## src/hw/rtl/aaf_pkg.sv

```systemverilog
// aaf_pkg: shared constants, operation codes, unit classes and control structs
// for the accumulator alu with flags; no dependencies
`default_nettype none

package aaf_pkg;

    localparam int WORD_BITS_DEF = 16;
    localparam int FIELD_BITS    = 16;
    localparam int OP_BITS       = 5;
    localparam int S_TDATA_BITS  = 40;
    localparam int M_TDATA_BITS  = 24;

    localparam logic [OP_BITS-1:0] OP_ADD = 5'd0;
    localparam logic [OP_BITS-1:0] OP_SUB = 5'd1;
    localparam logic [OP_BITS-1:0] OP_MUL = 5'd2;
    localparam logic [OP_BITS-1:0] OP_DIV = 5'd3;
    localparam logic [OP_BITS-1:0] OP_MOD = 5'd4;
    localparam logic [OP_BITS-1:0] OP_CMP = 5'd5;
    localparam logic [OP_BITS-1:0] OP_SHL = 5'd6;
    localparam logic [OP_BITS-1:0] OP_SHR = 5'd7;
    localparam logic [OP_BITS-1:0] OP_NEG = 5'd8;
    localparam logic [OP_BITS-1:0] OP_INC = 5'd9;
    localparam logic [OP_BITS-1:0] OP_DEC = 5'd10;
    localparam logic [OP_BITS-1:0] OP_AND = 5'd11;
    localparam logic [OP_BITS-1:0] OP_OR  = 5'd12;
    localparam logic [OP_BITS-1:0] OP_XOR = 5'd13;
    localparam logic [OP_BITS-1:0] OP_NOT = 5'd14;
    localparam logic [OP_BITS-1:0] OP_TST = 5'd15;
    localparam logic [OP_BITS-1:0] OP_EQ  = 5'd16;
    localparam logic [OP_BITS-1:0] OP_NE  = 5'd17;
    localparam logic [OP_BITS-1:0] OP_LE  = 5'd18;
    localparam logic [OP_BITS-1:0] OP_GT  = 5'd19;
    localparam logic [OP_BITS-1:0] OP_GE  = 5'd20;
    localparam logic [OP_BITS-1:0] OP_LT  = 5'd21;

    typedef enum logic [1:0] {
        CLS_SERIAL,
        CLS_ITER,
        CLS_PASS
    } aaf_cls_t;

    typedef struct packed {
        logic               start;
        logic               ack;
        logic [OP_BITS-1:0] op;
    } aaf_cmd_t;

    typedef struct packed {
        logic done;
        logic carry;
        logic ovf;
    } aaf_stat_t;

    function automatic aaf_cls_t op_class(input logic [OP_BITS-1:0] op);
        aaf_cls_t cls;
        unique case (op)
            OP_MUL, OP_DIV, OP_MOD, OP_SHL, OP_SHR: cls = CLS_ITER;
            OP_ADD, OP_SUB, OP_CMP, OP_NEG, OP_INC, OP_DEC,
            OP_AND, OP_OR, OP_XOR, OP_NOT, OP_TST: cls = CLS_SERIAL;
            default: cls = CLS_PASS;
        endcase
        return cls;
    endfunction

endpackage

`default_nettype wire

```

## src/hw/rtl/aaf_bit_alu.sv

```systemverilog
// aaf_bit_alu: bit-serial adder and logic unit, one bit per cycle lsb first
// depends on aaf_pkg
`default_nettype none

module aaf_bit_alu #(
    parameter int WORD_BITS = aaf_pkg::WORD_BITS_DEF
) (
    input  wire logic                  aclk,
    input  wire logic                  aresetn,
    input  wire aaf_pkg::aaf_cmd_t     cmd,
    input  wire logic [WORD_BITS-1:0]  opa,
    input  wire logic [WORD_BITS-1:0]  opb,
    output      logic [WORD_BITS-1:0]  res,
    output      aaf_pkg::aaf_stat_t    stat
);
    import aaf_pkg::*;

    localparam int CW = $clog2(WORD_BITS);

    typedef enum logic [1:0] {ST_IDLE, ST_RUN, ST_DONE} state_t;

    state_t               state_reg;
    logic [WORD_BITS-1:0] x_reg, y_reg, r_reg;
    logic                 cy_reg, nz_reg, xm_reg, ym_reg, invc_reg;
    logic [OP_BITS-1:0]   op_reg;
    logic [CW-1:0]        cnt_reg;
    logic                 sum, cout, bit_out, nz_next;

    always_comb begin
        sum     = x_reg[0] ^ y_reg[0] ^ cy_reg;
        cout    = (x_reg[0] & y_reg[0]) | (cy_reg & (x_reg[0] ^ y_reg[0]));
        nz_next = nz_reg | y_reg[0];
        unique case (op_reg)
            OP_ADD, OP_SUB, OP_CMP, OP_NEG, OP_INC, OP_DEC: bit_out = sum;
            OP_AND: bit_out = x_reg[0] & y_reg[0];
            OP_OR:  bit_out = x_reg[0] | y_reg[0];
            OP_XOR: bit_out = x_reg[0] ^ y_reg[0];
            OP_NOT: bit_out = ~y_reg[0];
            default: bit_out = 1'b0;
        endcase
    end

    always_ff @(posedge aclk) begin
        if (!aresetn) begin
            state_reg <= ST_IDLE;
        end else begin
            unique case (state_reg)
                ST_IDLE: begin
                    if (cmd.start) begin
                        state_reg <= ST_RUN;
                        op_reg    <= cmd.op;
                        cnt_reg   <= '0;
                        nz_reg    <= 1'b0;
                        x_reg     <= opa;
                        y_reg     <= opb;
                        cy_reg    <= 1'b0;
                        invc_reg  <= 1'b0;
                        unique case (cmd.op)
                            OP_SUB, OP_CMP: begin
                                y_reg    <= ~opb;
                                cy_reg   <= 1'b1;
                                invc_reg <= 1'b1;
                            end
                            OP_INC: begin
                                x_reg  <= opb;
                                y_reg  <= '0;
                                cy_reg <= 1'b1;
                            end
                            OP_DEC: begin
                                x_reg    <= opb;
                                y_reg    <= '1;
                                invc_reg <= 1'b1;
                            end
                            OP_NEG: begin
                                x_reg  <= '0;
                                y_reg  <= ~opb;
                                cy_reg <= 1'b1;
                            end
                            default: begin
                            end
                        endcase
                    end
                end
                ST_RUN: begin
                    x_reg   <= x_reg >> 1;
                    y_reg   <= y_reg >> 1;
                    cy_reg  <= cout;
                    nz_reg  <= nz_next;
                    r_reg   <= {bit_out, r_reg[WORD_BITS-1:1]};
                    cnt_reg <= cnt_reg + CW'(1);
                    if (cnt_reg == CW'(WORD_BITS - 1)) begin
                        xm_reg    <= x_reg[0];
                        ym_reg    <= y_reg[0];
                        state_reg <= ST_DONE;
                        if (op_reg == OP_TST) begin
                            r_reg <= WORD_BITS'(nz_next);
                        end
                    end
                end
                ST_DONE: begin
                    if (cmd.ack) begin
                        state_reg <= ST_IDLE;
                    end
                end
                default: state_reg <= ST_IDLE;
            endcase
        end
    end

    assign res        = r_reg;
    assign stat.done  = (state_reg == ST_DONE);
    assign stat.carry = cy_reg ^ invc_reg;
    assign stat.ovf   = (xm_reg == ym_reg) && (r_reg[WORD_BITS-1] != xm_reg);

endmodule

`default_nettype wire

```

## src/hw/rtl/aaf_iter_unit.sv

```systemverilog
// aaf_iter_unit: radix-2 iterative unit for multiply, unsigned divide/modulo
// and one-bit-per-cycle shifts; depends on aaf_pkg
`default_nettype none

module aaf_iter_unit #(
    parameter int WORD_BITS = aaf_pkg::WORD_BITS_DEF
) (
    input  wire logic                  aclk,
    input  wire logic                  aresetn,
    input  wire aaf_pkg::aaf_cmd_t     cmd,
    input  wire logic [WORD_BITS-1:0]  opa,
    input  wire logic [WORD_BITS-1:0]  opb,
    output      logic [WORD_BITS-1:0]  res,
    output      aaf_pkg::aaf_stat_t    stat
);
    import aaf_pkg::*;

    localparam int CW = $clog2(WORD_BITS + 1);

    typedef enum logic [1:0] {ST_IDLE, ST_RUN, ST_DONE} state_t;

    state_t               state_reg;
    logic [WORD_BITS-1:0] p_reg, q_reg, d_reg;
    logic [OP_BITS-1:0]   op_reg;
    logic [CW-1:0]        cnt_reg;
    logic                 ovf_reg;
    logic [WORD_BITS:0]   trial, diff;
    logic [WORD_BITS-1:0] p_sum;
    logic                 long_shift;

    always_comb begin
        trial      = {p_reg, q_reg[WORD_BITS-1]};
        diff       = trial - {1'b0, d_reg};
        p_sum      = p_reg + d_reg;
        long_shift = ({1'b0, opb} >= (WORD_BITS + 1)'(WORD_BITS));
    end

    always_ff @(posedge aclk) begin
        if (!aresetn) begin
            state_reg <= ST_IDLE;
            ovf_reg   <= 1'b0;
        end else begin
            unique case (state_reg)
                ST_IDLE: begin
                    if (cmd.start) begin
                        op_reg    <= cmd.op;
                        state_reg <= ST_RUN;
                        unique case (cmd.op)
                            OP_MUL: begin
                                p_reg   <= '0;
                                q_reg   <= opb;
                                d_reg   <= opa;
                                cnt_reg <= CW'(WORD_BITS);
                            end
                            OP_DIV, OP_MOD: begin
                                p_reg   <= '0;
                                d_reg   <= opb;
                                cnt_reg <= CW'(WORD_BITS);
                                if (opb == '0) begin
                                    q_reg     <= '0;
                                    ovf_reg   <= 1'b1;
                                    state_reg <= ST_DONE;
                                end else begin
                                    q_reg   <= opa;
                                    ovf_reg <= 1'b0;
                                end
                            end
                            default: begin
                                if (long_shift) begin
                                    p_reg     <= '0;
                                    cnt_reg   <= '0;
                                    state_reg <= ST_DONE;
                                end else begin
                                    p_reg   <= opa;
                                    cnt_reg <= CW'(opb);
                                    if (opb == '0) begin
                                        state_reg <= ST_DONE;
                                    end
                                end
                            end
                        endcase
                    end
                end
                ST_RUN: begin
                    cnt_reg <= cnt_reg - CW'(1);
                    if (cnt_reg == CW'(1)) begin
                        state_reg <= ST_DONE;
                    end
                    unique case (op_reg)
                        OP_MUL: begin
                            if (q_reg[0]) begin
                                p_reg <= p_sum;
                            end
                            d_reg <= d_reg << 1;
                            q_reg <= q_reg >> 1;
                        end
                        OP_DIV, OP_MOD: begin
                            if (!diff[WORD_BITS]) begin
                                p_reg <= diff[WORD_BITS-1:0];
                                q_reg <= {q_reg[WORD_BITS-2:0], 1'b1};
                            end else begin
                                p_reg <= trial[WORD_BITS-1:0];
                                q_reg <= {q_reg[WORD_BITS-2:0], 1'b0};
                            end
                        end
                        OP_SHL: p_reg <= p_reg << 1;
                        default: p_reg <= p_reg >> 1;
                    endcase
                end
                ST_DONE: begin
                    if (cmd.ack) begin
                        state_reg <= ST_IDLE;
                    end
                end
                default: state_reg <= ST_IDLE;
            endcase
        end
    end

    assign res        = (op_reg == OP_DIV) ? q_reg : p_reg;
    assign stat.done  = (state_reg == ST_DONE);
    assign stat.carry = 1'b0;
    assign stat.ovf   = ovf_reg;

endmodule

`default_nettype wire

```

## src/hw/rtl/accumulator_alu_with_flags_top.sv

```systemverilog
// accumulator_alu_with_flags_top: arithmetic, logic, multiply, divide and modulo
// run one bit per cycle in the serial or iterative unit; a zero divisor and shifts by
// zero or at least WORD_BITS finish without iterating, other shifts run one step per
// bit of the amount; conditions and unused codes use no unit. one item in flight.
// reset (aresetn low, synchronous) clears N, Z, C, O and valids.
// depends on aaf_pkg, aaf_bit_alu and aaf_iter_unit
`default_nettype none

module accumulator_alu_with_flags_top #(
    parameter int WORD_BITS = aaf_pkg::WORD_BITS_DEF
) (
    input  wire logic                              aclk,
    input  wire logic                              aresetn,
    input  wire logic                              s_tvalid,
    output      logic                              s_tready,
    // operation[4:0], operand_stack[20:5], operand_acc[36:21], zero fill
    input  wire logic [aaf_pkg::S_TDATA_BITS-1:0]  s_tdata,
    output      logic                              m_tvalid,
    input  wire logic                              m_tready,
    // result[15:0], acc_written[16], negative_flag[17], zero_flag[18],
    // carry_flag[19], overflow_flag[20], branch_taken[21], zero fill
    output      logic [aaf_pkg::M_TDATA_BITS-1:0]  m_tdata
);
    import aaf_pkg::*;

    logic [OP_BITS-1:0]    in_op;
    logic [WORD_BITS-1:0]  in_a, in_b;
    aaf_cls_t              in_cls;
    logic                  accept, finish;

    logic                  busy_reg;
    logic [OP_BITS-1:0]    op_reg;
    aaf_cls_t              cls_reg;
    logic [WORD_BITS-1:0]  b_reg;
    logic                  n_reg, z_reg, c_reg, o_reg;
    logic                  m_tvalid_reg;
    logic [M_TDATA_BITS-1:0] m_tdata_reg;

    aaf_cmd_t              ser_cmd, itr_cmd;
    aaf_stat_t             ser_stat, itr_stat;
    logic [WORD_BITS-1:0]  ser_res, itr_res;

    logic [WORD_BITS-1:0]  res_sel;
    logic                  unit_done, wr, br, nxo;
    logic                  n_next, z_next, c_next, o_next;

    assign in_op  = s_tdata[OP_BITS-1:0];
    assign in_a   = WORD_BITS'(s_tdata[OP_BITS+FIELD_BITS-1:OP_BITS]);
    assign in_b   = WORD_BITS'(s_tdata[OP_BITS+2*FIELD_BITS-1:OP_BITS+FIELD_BITS]);
    assign in_cls = op_class(in_op);

    assign s_tready = !busy_reg;
    assign accept   = s_tvalid && s_tready;

    assign ser_cmd.start = accept && (in_cls == CLS_SERIAL);
    assign ser_cmd.ack   = finish;
    assign ser_cmd.op    = in_op;
    assign itr_cmd.start = accept && (in_cls == CLS_ITER);
    assign itr_cmd.ack   = finish;
    assign itr_cmd.op    = in_op;

    aaf_bit_alu #(.WORD_BITS(WORD_BITS)) u_bit_alu (
        .aclk    (aclk),
        .aresetn (aresetn),
        .cmd     (ser_cmd),
        .opa     (in_a),
        .opb     (in_b),
        .res     (ser_res),
        .stat    (ser_stat)
    );

    aaf_iter_unit #(.WORD_BITS(WORD_BITS)) u_iter_unit (
        .aclk    (aclk),
        .aresetn (aresetn),
        .cmd     (itr_cmd),
        .opa     (in_a),
        .opb     (in_b),
        .res     (itr_res),
        .stat    (itr_stat)
    );

    always_comb begin
        unique case (cls_reg)
            CLS_SERIAL: begin
                res_sel   = ser_res;
                unit_done = ser_stat.done;
            end
            CLS_ITER: begin
                res_sel   = itr_res;
                unit_done = itr_stat.done;
            end
            default: begin
                res_sel   = b_reg;
                unit_done = 1'b1;
            end
        endcase

        finish = busy_reg && unit_done && (!m_tvalid_reg || m_tready);

        n_next = n_reg;
        z_next = z_reg;
        c_next = c_reg;
        o_next = o_reg;
        wr     = 1'b1;
        br     = 1'b0;
        nxo    = n_reg ^ o_reg;

        unique case (op_reg)
            OP_ADD, OP_SUB, OP_CMP, OP_INC, OP_DEC: begin
                n_next = res_sel[WORD_BITS-1];
                z_next = (res_sel == '0);
                c_next = ser_stat.carry;
                o_next = ser_stat.ovf;
                wr     = (op_reg != OP_CMP);
            end
            OP_DIV, OP_MOD: begin
                n_next = res_sel[WORD_BITS-1];
                z_next = (res_sel == '0);
                o_next = itr_stat.ovf;
            end
            OP_MUL, OP_SHL, OP_SHR, OP_NEG, OP_AND, OP_OR, OP_XOR, OP_NOT, OP_TST: begin
                n_next = res_sel[WORD_BITS-1];
                z_next = (res_sel == '0);
            end
            OP_EQ: begin wr = 1'b0; br = z_reg; end
            OP_NE: begin wr = 1'b0; br = !z_reg; end
            OP_LE: begin wr = 1'b0; br = z_reg | nxo; end
            OP_GT: begin wr = 1'b0; br = !(z_reg | nxo); end
            OP_GE: begin wr = 1'b0; br = z_reg | !nxo; end
            OP_LT: begin wr = 1'b0; br = !z_reg & nxo; end
            default: wr = 1'b0;
        endcase
    end

    always_ff @(posedge aclk) begin
        if (!aresetn) begin
            busy_reg     <= 1'b0;
            m_tvalid_reg <= 1'b0;
            n_reg        <= 1'b0;
            z_reg        <= 1'b0;
            c_reg        <= 1'b0;
            o_reg        <= 1'b0;
            cls_reg      <= CLS_PASS;
        end else begin
            if (m_tvalid_reg && m_tready) begin
                m_tvalid_reg <= 1'b0;
            end
            if (accept) begin
                busy_reg <= 1'b1;
                op_reg   <= in_op;
                cls_reg  <= in_cls;
                b_reg    <= in_b;
            end
            if (finish) begin
                busy_reg     <= 1'b0;
                m_tvalid_reg <= 1'b1;
                n_reg        <= n_next;
                z_reg        <= z_next;
                c_reg        <= c_next;
                o_reg        <= o_next;
                m_tdata_reg  <= {2'b00, br, o_next, c_next, z_next, n_next, wr,
                                 FIELD_BITS'(wr ? res_sel : b_reg)};
            end
        end
    end

    assign m_tvalid = m_tvalid_reg;
    assign m_tdata  = m_tdata_reg;

endmodule

`default_nettype wire
```

## config.mk

```make
export PLATFORM = sky130hd
export DESIGN_NAME = accumulator_alu_with_flags_top
export DESIGN_NICKNAME = d
export VERILOG_FILES = /design/src/hw/rtl/aaf_pkg.sv /design/src/hw/rtl/aaf_bit_alu.sv /design/src/hw/rtl/aaf_iter_unit.sv /design/src/hw/rtl/accumulator_alu_with_flags_top.sv
export SDC_FILE = /design/constraint.sdc
export NUM_CORES = 1
export LEC_CHECK = 0
export BUFFER_PORTS_ARGS = -buffer_cell sky130_fd_sc_hd__buf_4
export CORE_UTILIZATION = 25
export CTS_BUF_LIST = sky130_fd_sc_hd__clkbuf_2 sky130_fd_sc_hd__clkbuf_4 sky130_fd_sc_hd__clkbuf_8
export DETAILED_ROUTE_END_ITERATION = 8
export PLACE_DENSITY_LB_ADDON = 0.2
export SKIP_CTS_REPAIR_TIMING = 1
export SYNTH_ARGS = -nofsm -noshare
export SYNTH_HDL_FRONTEND = slang
export SYNTH_SLANG_ARGS = --single-unit
export TNS_END_PERCENT = 30
```

## constraint.sdc

```tcl
create_clock -name aclk -period 8.8 [get_ports aclk]
set_input_delay 1.32 -clock aclk [delete_from_list [all_inputs] [get_ports aclk]]
set_output_delay 1.32 -clock aclk [all_outputs]
set_load 0.01 [all_outputs]
```

Word-level counts from Yosys, hierarchy flattened. Memory sizes are Yosys's and may differ from the RTL's. Index checks and enable logic that the tools add are counted.

Bits in registers: 176. Bits in read-only memories: 16. Output and inout bits: 26. Memories: 1.

Add/subtract/negate cells: 4. $lt $le $gt $ge: 1. Equal/unequal tests: 64. Muxes and demuxes: 62. Bitwise gates (word level): 15. Reduce and logical (&&, ||, !) cells: 51.

Memories: (name not given) (depth 16, width 1, read ports 1, clocked after memory_dff 0, write ports 0, RTL line aaf_pkg.sv:56) `unique case (op)`.

Operators by type and width (number): 16-bit one-hot mux with 2 select lines (10); 16-bit 2-to-1 mux (15); 16-bit one-hot mux with 3 select lines (2); 5-bit by 4-bit equality test with 1-bit output, second input constant (19); 5-bit by 3-bit equality test with 1-bit output, second input constant (9); 16-bit logical NOT (2); 5-bit by 2-bit equality test with 1-bit output, second input constant (6); 5-bit equality test, second input constant (6); 3-bit AND reduction (8); 5-bit by 1-bit equality test with 1-bit output, second input constant (4); 17-bit by 16-bit subtractor with 17-bit output (1); 16-bit adder (1); 16-bit by 5-bit greater-or-equal comparator with 1-bit output, second input constant (1); 2-bit 2-to-1 mux (8); 16-bit NOT (1); 16-bit OR reduction (1); 5-bit 2-to-1 mux (3); 2-bit one-hot mux with 3 select lines (2); 1-bit 2-to-1 mux (11); 11-bit OR reduction (1); 5-bit logical NOT (2); 2-bit != test, second input constant (5); 1-bit one-hot mux with 2 select lines (5); 5-bit one-hot mux with 2 select lines (1); other kinds (33) (73).

Depth between registers and ports, before layout. Gate-level depths: netlist of run 1.

Word-level depth: 6. Depth in mapped cells: 13.

Hierarchy. From an unflattened synthesis of run 1, not the netlist that was laid out.

Cell total of the unflattened synthesis: 1171. Area, all modules: 11412.2 um^2.

By module, submodules not included: aaf_iter_unit (instances 1, cells each 632, area each 5452.7 um^2); aaf_bit_alu (instances 1, cells each 323, area each 3527.1 um^2); accumulator_alu_with_flags_top (instances 1, cells each 216, area each 2432.3 um^2).

Worst setup path before layout of run 1. Ideal clock, no wire load.

Path type: in2reg. Start: in s_tdata[0] (netlist bit). End: reg u_iter_unit.q_reg[0] (enable). Data arrival time: 3.891 ns. Required time: 8.401 ns. Path slack: 4.511 ns. Cell stages on the path: 7. Path buffers: 1. Cell sequence: clkbuf_1 -> inv_1 -> a21oi_1 -> or4_1 -> a211oi_1 -> o31ai_1 -> a31oi_1.

Cells in the longest elaborated chain, start to end: 6.

RTL lines: start: declaration (RTL line accumulator_alu_with_flags_top.sv:17) `input wire logic [aaf_pkg::S_TDATA_BITS-1:0] s_tdata,`; memory 16 x 1 bit; 2-bit 2-to-1 mux (RTL line aaf_pkg.sv:56); 2-bit by 1-bit equality test with 1-bit output (RTL line accumulator_alu_with_flags_top.sv:58) `assign itr_cmd.start = accept && (in_cls == CLS_ITER);`; 1-bit logical AND (RTL line accumulator_alu_with_flags_top.sv:58); 2-bit != test (no source line); 5-bit AND reduction (no source line) (*); end signal: assignment (RTL line aaf_iter_unit.sv:95) `q_reg <= q_reg >> 1;`; end signal: assignment (RTL line aaf_iter_unit.sv:100) `q_reg <= {q_reg[WORD_BITS-2:0], 1'b1};`; end signal: assignment (RTL line aaf_iter_unit.sv:103) `q_reg <= {q_reg[WORD_BITS-2:0], 1'b0};`; end: declaration (RTL line aaf_iter_unit.sv:23) `logic [WORD_BITS-1:0] p_reg, q_reg, d_reg;`.

Mark *: on every way between the ends. The rest lies on a longest branch, timed or not. A chain may end at the register's enable or synchronous reset.

Worst setup path in the final report of run 1.
Start: in s_tdata[0] (netlist bit). End: reg u_iter_unit.p_reg[15] (enable).

Cells in the longest elaborated chain, start to end: 6.

RTL lines: memory 16 x 1 bit; 2-bit 2-to-1 mux (RTL line aaf_pkg.sv:56); 2-bit by 1-bit equality test with 1-bit output (RTL line accumulator_alu_with_flags_top.sv:58); 1-bit logical AND (RTL line accumulator_alu_with_flags_top.sv:58); 2-bit != test (no source line); 4-bit AND reduction (no source line); end signal: assignment (RTL line aaf_iter_unit.sv:102) `p_reg <= trial[WORD_BITS-1:0];`; end signal: assignment (RTL line aaf_iter_unit.sv:106) `OP_SHL: p_reg <= p_reg << 1;`; end signal: assignment (RTL line aaf_iter_unit.sv:107) `default: p_reg <= p_reg >> 1;`; end: declaration (RTL line aaf_iter_unit.sv:23).

Every way passes these cells.

==> impl_metrics.ini, run 1 <==
[layout]
final_common_cell = edfxtp_1
instances_no_fill = 1718
fill_cells = 4420
largest_reg_flops = 22
nets = 1248
drive_above_1_share_pct = 11.71
area_growth_pct = 14.15
final_core_util_pct = 28.92
final_cell_mix = edfxtp_1 (163), nand2_1 (140), nor2_1 (137)

[placed_design]
dp.cells = 1685
port_buffers = 64
dp_hpwl_um = 25170
gp_congestion = 0.8036

[synth]
synth_cells = 1131
synth-main-ff-cell = edfxtp_1
synth_area_um2 = 10630
ys_async_sr_fraction_pct = 0
yosysUniqueCellTypes = 71
postSynthAreaPerCell_um2 = 9.395
synth_seq_cells = 176
synth-edff-count = 163
ys_warn_count = 0
yosysSeqAreaShare_pct = 48.52

[timing]
fin_skew_ns = 0.01738
worstMarginPinSlew_ns = 1.257
setup_tns_ns = 0
rsz0062_at_grt = false
finalHoldViolCount = 0
final_max_slew_viol_count = 0
min_period_over_period_pct = 46.50
fmax_ghz = 0.2444
timing.slew.headroom_pct = 15.61
setup_viol = 0
post-route-min-period_ns = 4.092

[critical_path]
arrival_ns = 4.19
critical_path.top_delay_family = compound AO/OA/AOI/OAI gates
cp-start-kind = primary input
critPathMaxStageDelay_ns = 1.06
crit_path_end_kind = flop
cp_slowest_cell = a211oi_1
ff2ff_path_depth = 11
crit_type = primary input to flop
crit_cells = 6
path_cells = buf_4, inv_1, a21oi_1, or4_1, a211oi_1, o31a_1
cp.buffers_inverters = 2
cp.required_ns = 8.90
cp_max_fo = 16

[floorplanning]
die_w_um = 208.2
fp.coreArea_um2 = 41950
die_h_um = 208.2
die_area_um2 = 43330
core.rowCount = 75
ios = 70
start_util_pct = 25.33

[pwr]
power.density_nw_per_um2 = 145.5
power.total_mw = 1.765
power.leakage_nw = 4.410
vdd_drop_max_v = 0.00007981

[clock_tree]
clk_pin_slew_worst_paths_ns = 0.12
clk_latency_ns = 0.48
cts_buffers = 17
clockBufferDepth = 2
ctsHtreeMaxLevel = 4
root_buffer = clkbuf_8
cts_tree = built
cts.sinks = 176

[grt]
grt_first_pass_wirelength_um = 53430
grt_pass1_vias = 8599
antenna_found_initial = 0
grtUsageTotal_pct = 16.24
overflow = 0
grt_max_degree = 63

[drt]
dr.pass1.iters = 6
routedWlPerCell_um = 20.62
drt_iter0_markers = 809
vias_per_cell = 5.189
drcViolationCount = 0
vias = 8915
wl_um = 35430
ant_nets = 0

[job]
cap_violations = 0

[min_path]
min_path_type = flop to flop
hold_depth = 2

[status]
status = completed
path summary, 6_finish.rpt:
kind	from	end	slack (ns)
max reg2reg	u_iter_unit.q_reg[15]	u_iter_unit.p_reg[14]	4.74
max	s_tdata[0]	u_iter_unit.p_reg[15]	4.71
min reg2reg	n_reg	n_reg	0.51
min	n_reg	n_reg	0.51
kinds of logic (layout without fill, tap and decap cells):
group,Yosys count,in the layout,share of synthesized area (%)
adders and majority gates,39,39,4.805
AOI/OAI and AO/OA,330,330,20.10
muxes,11,11,1.060
DFF,176,176,48.52
xor gates and xnor gates,32,32,2.638
and+or+nand+nor,432,432,18.64
other,1,3,0.03529
buffers and inverters,110,156,4.204
final cells by class:
| cell class | instances | area, µm² | area share, % |
|---|---|---|---|
| Sequential cell | 176 | 5155 | 42.50 |
| Multi-Input combinational cell | 846 | 5066 | 41.77 |
| Tap cell | 539 | 674.4 | 5.560 |
| Timing Repair Buffer | 85 | 638.1 | 5.261 |
| Clock buffer | 17 | 234.0 | 1.929 |
| Clock inverter | 15 | 212.7 | 1.754 |
| Inverter | 39 | 146.4 | 1.207 |
| Antenna cell | 1 | 2.502 | 0.02063 |
report_power, final:
| group | total, mW | internal [mW] | switching (mW) |
|---|---|---|---|
| clock network | 0.627 | 0.250 | 0.377 |
| logic | 0.182 | 0.0639 | 0.118 |
| registers | 0.956 | 0.942 | 0.0135 |
| total | 1.77 | 1.26 | 0.509 |
per-layer routing:
layer	part of all wire, %	wire, µm	vias to the layer above	GRT usage (%)
met5	0	0	-	0
met4	2.7	961	0	5.568
met3	4.7	1652	52	2.581
met2	47	16500	255	26.16
met1	46	16310	4345	22.04
li1	-	-	4263	-
synthesized netlist by cell type, drive strengths merged (12+ instances only):
| master | instances | share of area (%) |
|---|---|---|
| edfxtp | 163 | 46 |
| nand2 | 140 | 4.9 |
| nor2 | 140 | 4.9 |
| o21ai | 88 | 4.2 |
| a21oi | 59 | 2.8 |
| clkbuf | 59 | 2.1 |
| a31oi | 46 | 2.7 |
| nand3 | 41 | 1.9 |
| inv | 39 | 1.4 |
| ha | 36 | 4.2 |
| a221oi | 28 | 2.3 |
| nor2b | 25 | 1.5 |
| a211oi | 21 | 1.5 |
| xnor2 | 18 | 1.5 |
| and3 | 16 | 0.94 |
| o22ai | 16 | 0.94 |
| nor3 | 15 | 0.75 |
| xor2 | 14 | 1.2 |
| a22oi | 13 | 0.92 |
| dfxtp | 13 | 2.4 |
| buf | 12 | 0.73 |
| nor4 | 12 | 0.77 |
| o21a | 12 | 0.85 |
stage by stage:
stage / cell area (µm²) / worst slack [ns] / hold slack (ns)
detailed placement: 11680 / 4.238 / 0.4830
global route: 12130 / 4.476 / 0.5399
floorplan: 10630 / 4.511 / 0.4626
finish: 12130 / 4.708 / 0.5092
CTS: 12130 / 4.712 / 0.5036
global placement: 11680 / 4.260 / 0.4762
tightest hold or removal path: stages (launching register included):
cell and delay (ns):
dfxtp_1 0.36, nand2_1 0.06, a21oi_1 0.06
Power figures use the tool's default switching activity.
==> inputs of run 2 (changes only) <==
- clock period: 8.8 -> 3.7 ns (I/O delays scaled with it)
==> run 2 against run 1 <==
Effect of this change: design area rose by 1.1%; register-to-register slack got worse by 4.4 ns; flip-flop and latch count did not move; clock-buffer cell count rose by 4; sequential share of layout area fell by 0.48 points; via count rose by 1.9%; first-iteration DRC count fell by 19%; non-clock buffer count rose by 24; die area did not move; hold slack got worse by 0.19 ns; sequential power rose by 140%.
==> impl_metrics.ini, run 2 (same netlist as run 1, synthesis figures left out) <==
[clock_tree]
cts_buffers = 17
clk_latency_ns = 0.48
cts.sinks = 176
root_buffer = clkbuf_8
ctsHtreeMaxLevel = 4
cts_tree = built
clockBufferDepth = 2
clk_pin_slew_worst_paths_ns = 0.10

[critical_path]
cp-start-kind = flop
arrival_ns = 3.63
rrSetupSlack_ns = 0.30
cp_max_fo = 14
ff2ff_path_depth = 12
cp-startpoint = u_iter_unit.d_reg[0]
crit_type = flop to flop
reg2reg_to = u_iter_unit.p_reg[12]
worstReg2RegStart = u_iter_unit.d_reg[0]
crit_path_end_kind = flop
cp.required_ns = 3.93

[pwr]
p_seq_share_pct = 55.0
intPower_mw = 3.047
power.switching_mw = 1.092
power.total_mw = 4.138
comb_power_share_pct = 10.5
power.leakage_nw = 4.516
power.density_nw_per_um2 = 337.3
vdd_drop_max_v = 0.0002108
p_clk_share_pct = 34.5
p_sw_share_pct = 26.39

[floorplanning]
die_w_um = 208.2
ios = 70
start_util_pct = 25.33
fp.coreArea_um2 = 41950
die_area_um2 = 43330
die_h_um = 208.2
core.rowCount = 75

[placed_design]
dp.cells = 1709
gp_congestion = 0.8480
placed_cell_area_um2 = 11860
port_buffers = 64
dp_hpwl_um = 26340

[drt]
vias_per_cell = 5.215
vias = 9080
wl_um = 36340
drt_iter0_markers = 659
drcViolationCount = 0
ant_nets = 0
routedWlPerCell_um = 20.88
dr.pass1.iters = 7

[grt]
grt_first_pass_wirelength_um = 55110
grtUsageTotal_pct = 16.84
overflow = 0
antenna_found_initial = 2
grt_max_degree = 50
grt_pass1_vias = 8780

[timing]
fin_skew_ns = 0.01555
setup_viol = 0
fmax_ghz = 0.2941
rsz0062_at_grt = false
post-route-min-period_ns = 3.400
final_max_slew_viol_count = 0
setup_tns_ns = 0
min_period_over_period_pct = 91.90
timing.slew.headroom_pct = 26.60
finalHoldViolCount = 0
worstMarginPinSlew_ns = 1.101

[min_path]
min_path_type = primary input to flop
min-delay-start = aresetn
hold_depth = 2
hold_path_end = cls_reg[1]

[layout]
final_cell_mix = edfxtp_1 (163), nand2_1 (140), nor2_1 (137)
instances_no_fill = 1741
antennaDiodeCount = 0
final_common_cell = edfxtp_1
drive_above_1_share_pct = 13.56
final_core_util_pct = 29.25
area_growth_pct = 15.46
final_area_um2 = 12270
largest_reg_flops = 22
nets = 1272
fill_cells = 4402

[job]
cap_violations = 0

[status]
status = completed
[run 2: through the flow]
stage,hold slack [ns],setup slack [ns]
floorplan,0.4626,0.1755
global placement,0.4776,0.04560
detailed placement,0.4890,0.005826
CTS,0.2844,-0.04373
global route,0.2989,0.1234
finish,0.3176,0.2996
[run 2: area by class of cell]
type	instances	area (µm²)	area share [%]
sequential	176	5155	42.02
clock buffer	21	270.3	2.203
tap	539	674.4	5.497
inverter	39	146.4	1.193
timing repair buffer	109	818.3	6.670
clock inverter	11	133.9	1.091
multi-input combinational	846	5070	41.33
[run 2: worst max-delay path: stages (launching register included)]
cell and delay [ns]:
edfxtp_1 0.45, ha_1 0.27, fa_1 0.50, nor2b_4 0.17
o31ai_2 0.09, a211oi_2 0.32, o21ba_1 0.21, o221ai_2 0.13
buf_4 0.19, and2_1 0.18, buf_4 0.21, a221oi_1 0.32
a22oi_1 0.12
[run 2: worst max path at each step]
stage,end,cells after the start
3_3_place_gp,u_iter_unit.p_reg[2],10
3_5_place_dp,u_iter_unit.p_reg[14],10
2_1_floorplan,u_iter_unit.q_reg[0],7
6_report,u_iter_unit.p_reg[12],12
4_1_cts,u_iter_unit.p_reg[14],10
5_1_grt,u_iter_unit.p_reg[10],12
[run 2: metal layers]
layer,part of all wire [%],up-vias,global-route usage (%)
met5,0,-,0
met4,2.0,0,4.879
met3,5.1,35,1.932
met2,47,293,27.46
met1,46,4444,23.41
li1,-,4308,-
[run 2: power groups by stage]
stage | clock [mW] | sequential (mW) | combinational (mW)
floorplan | 0 | 2.31 | 0.237
global placement | 0 | 2.32 | 0.435
detailed placement | 0 | 2.32 | 0.438
CTS | 1.46 | 2.28 | 0.440
global route | 1.52 | 2.28 | 0.479
finish | 1.43 | 2.28 | 0.436
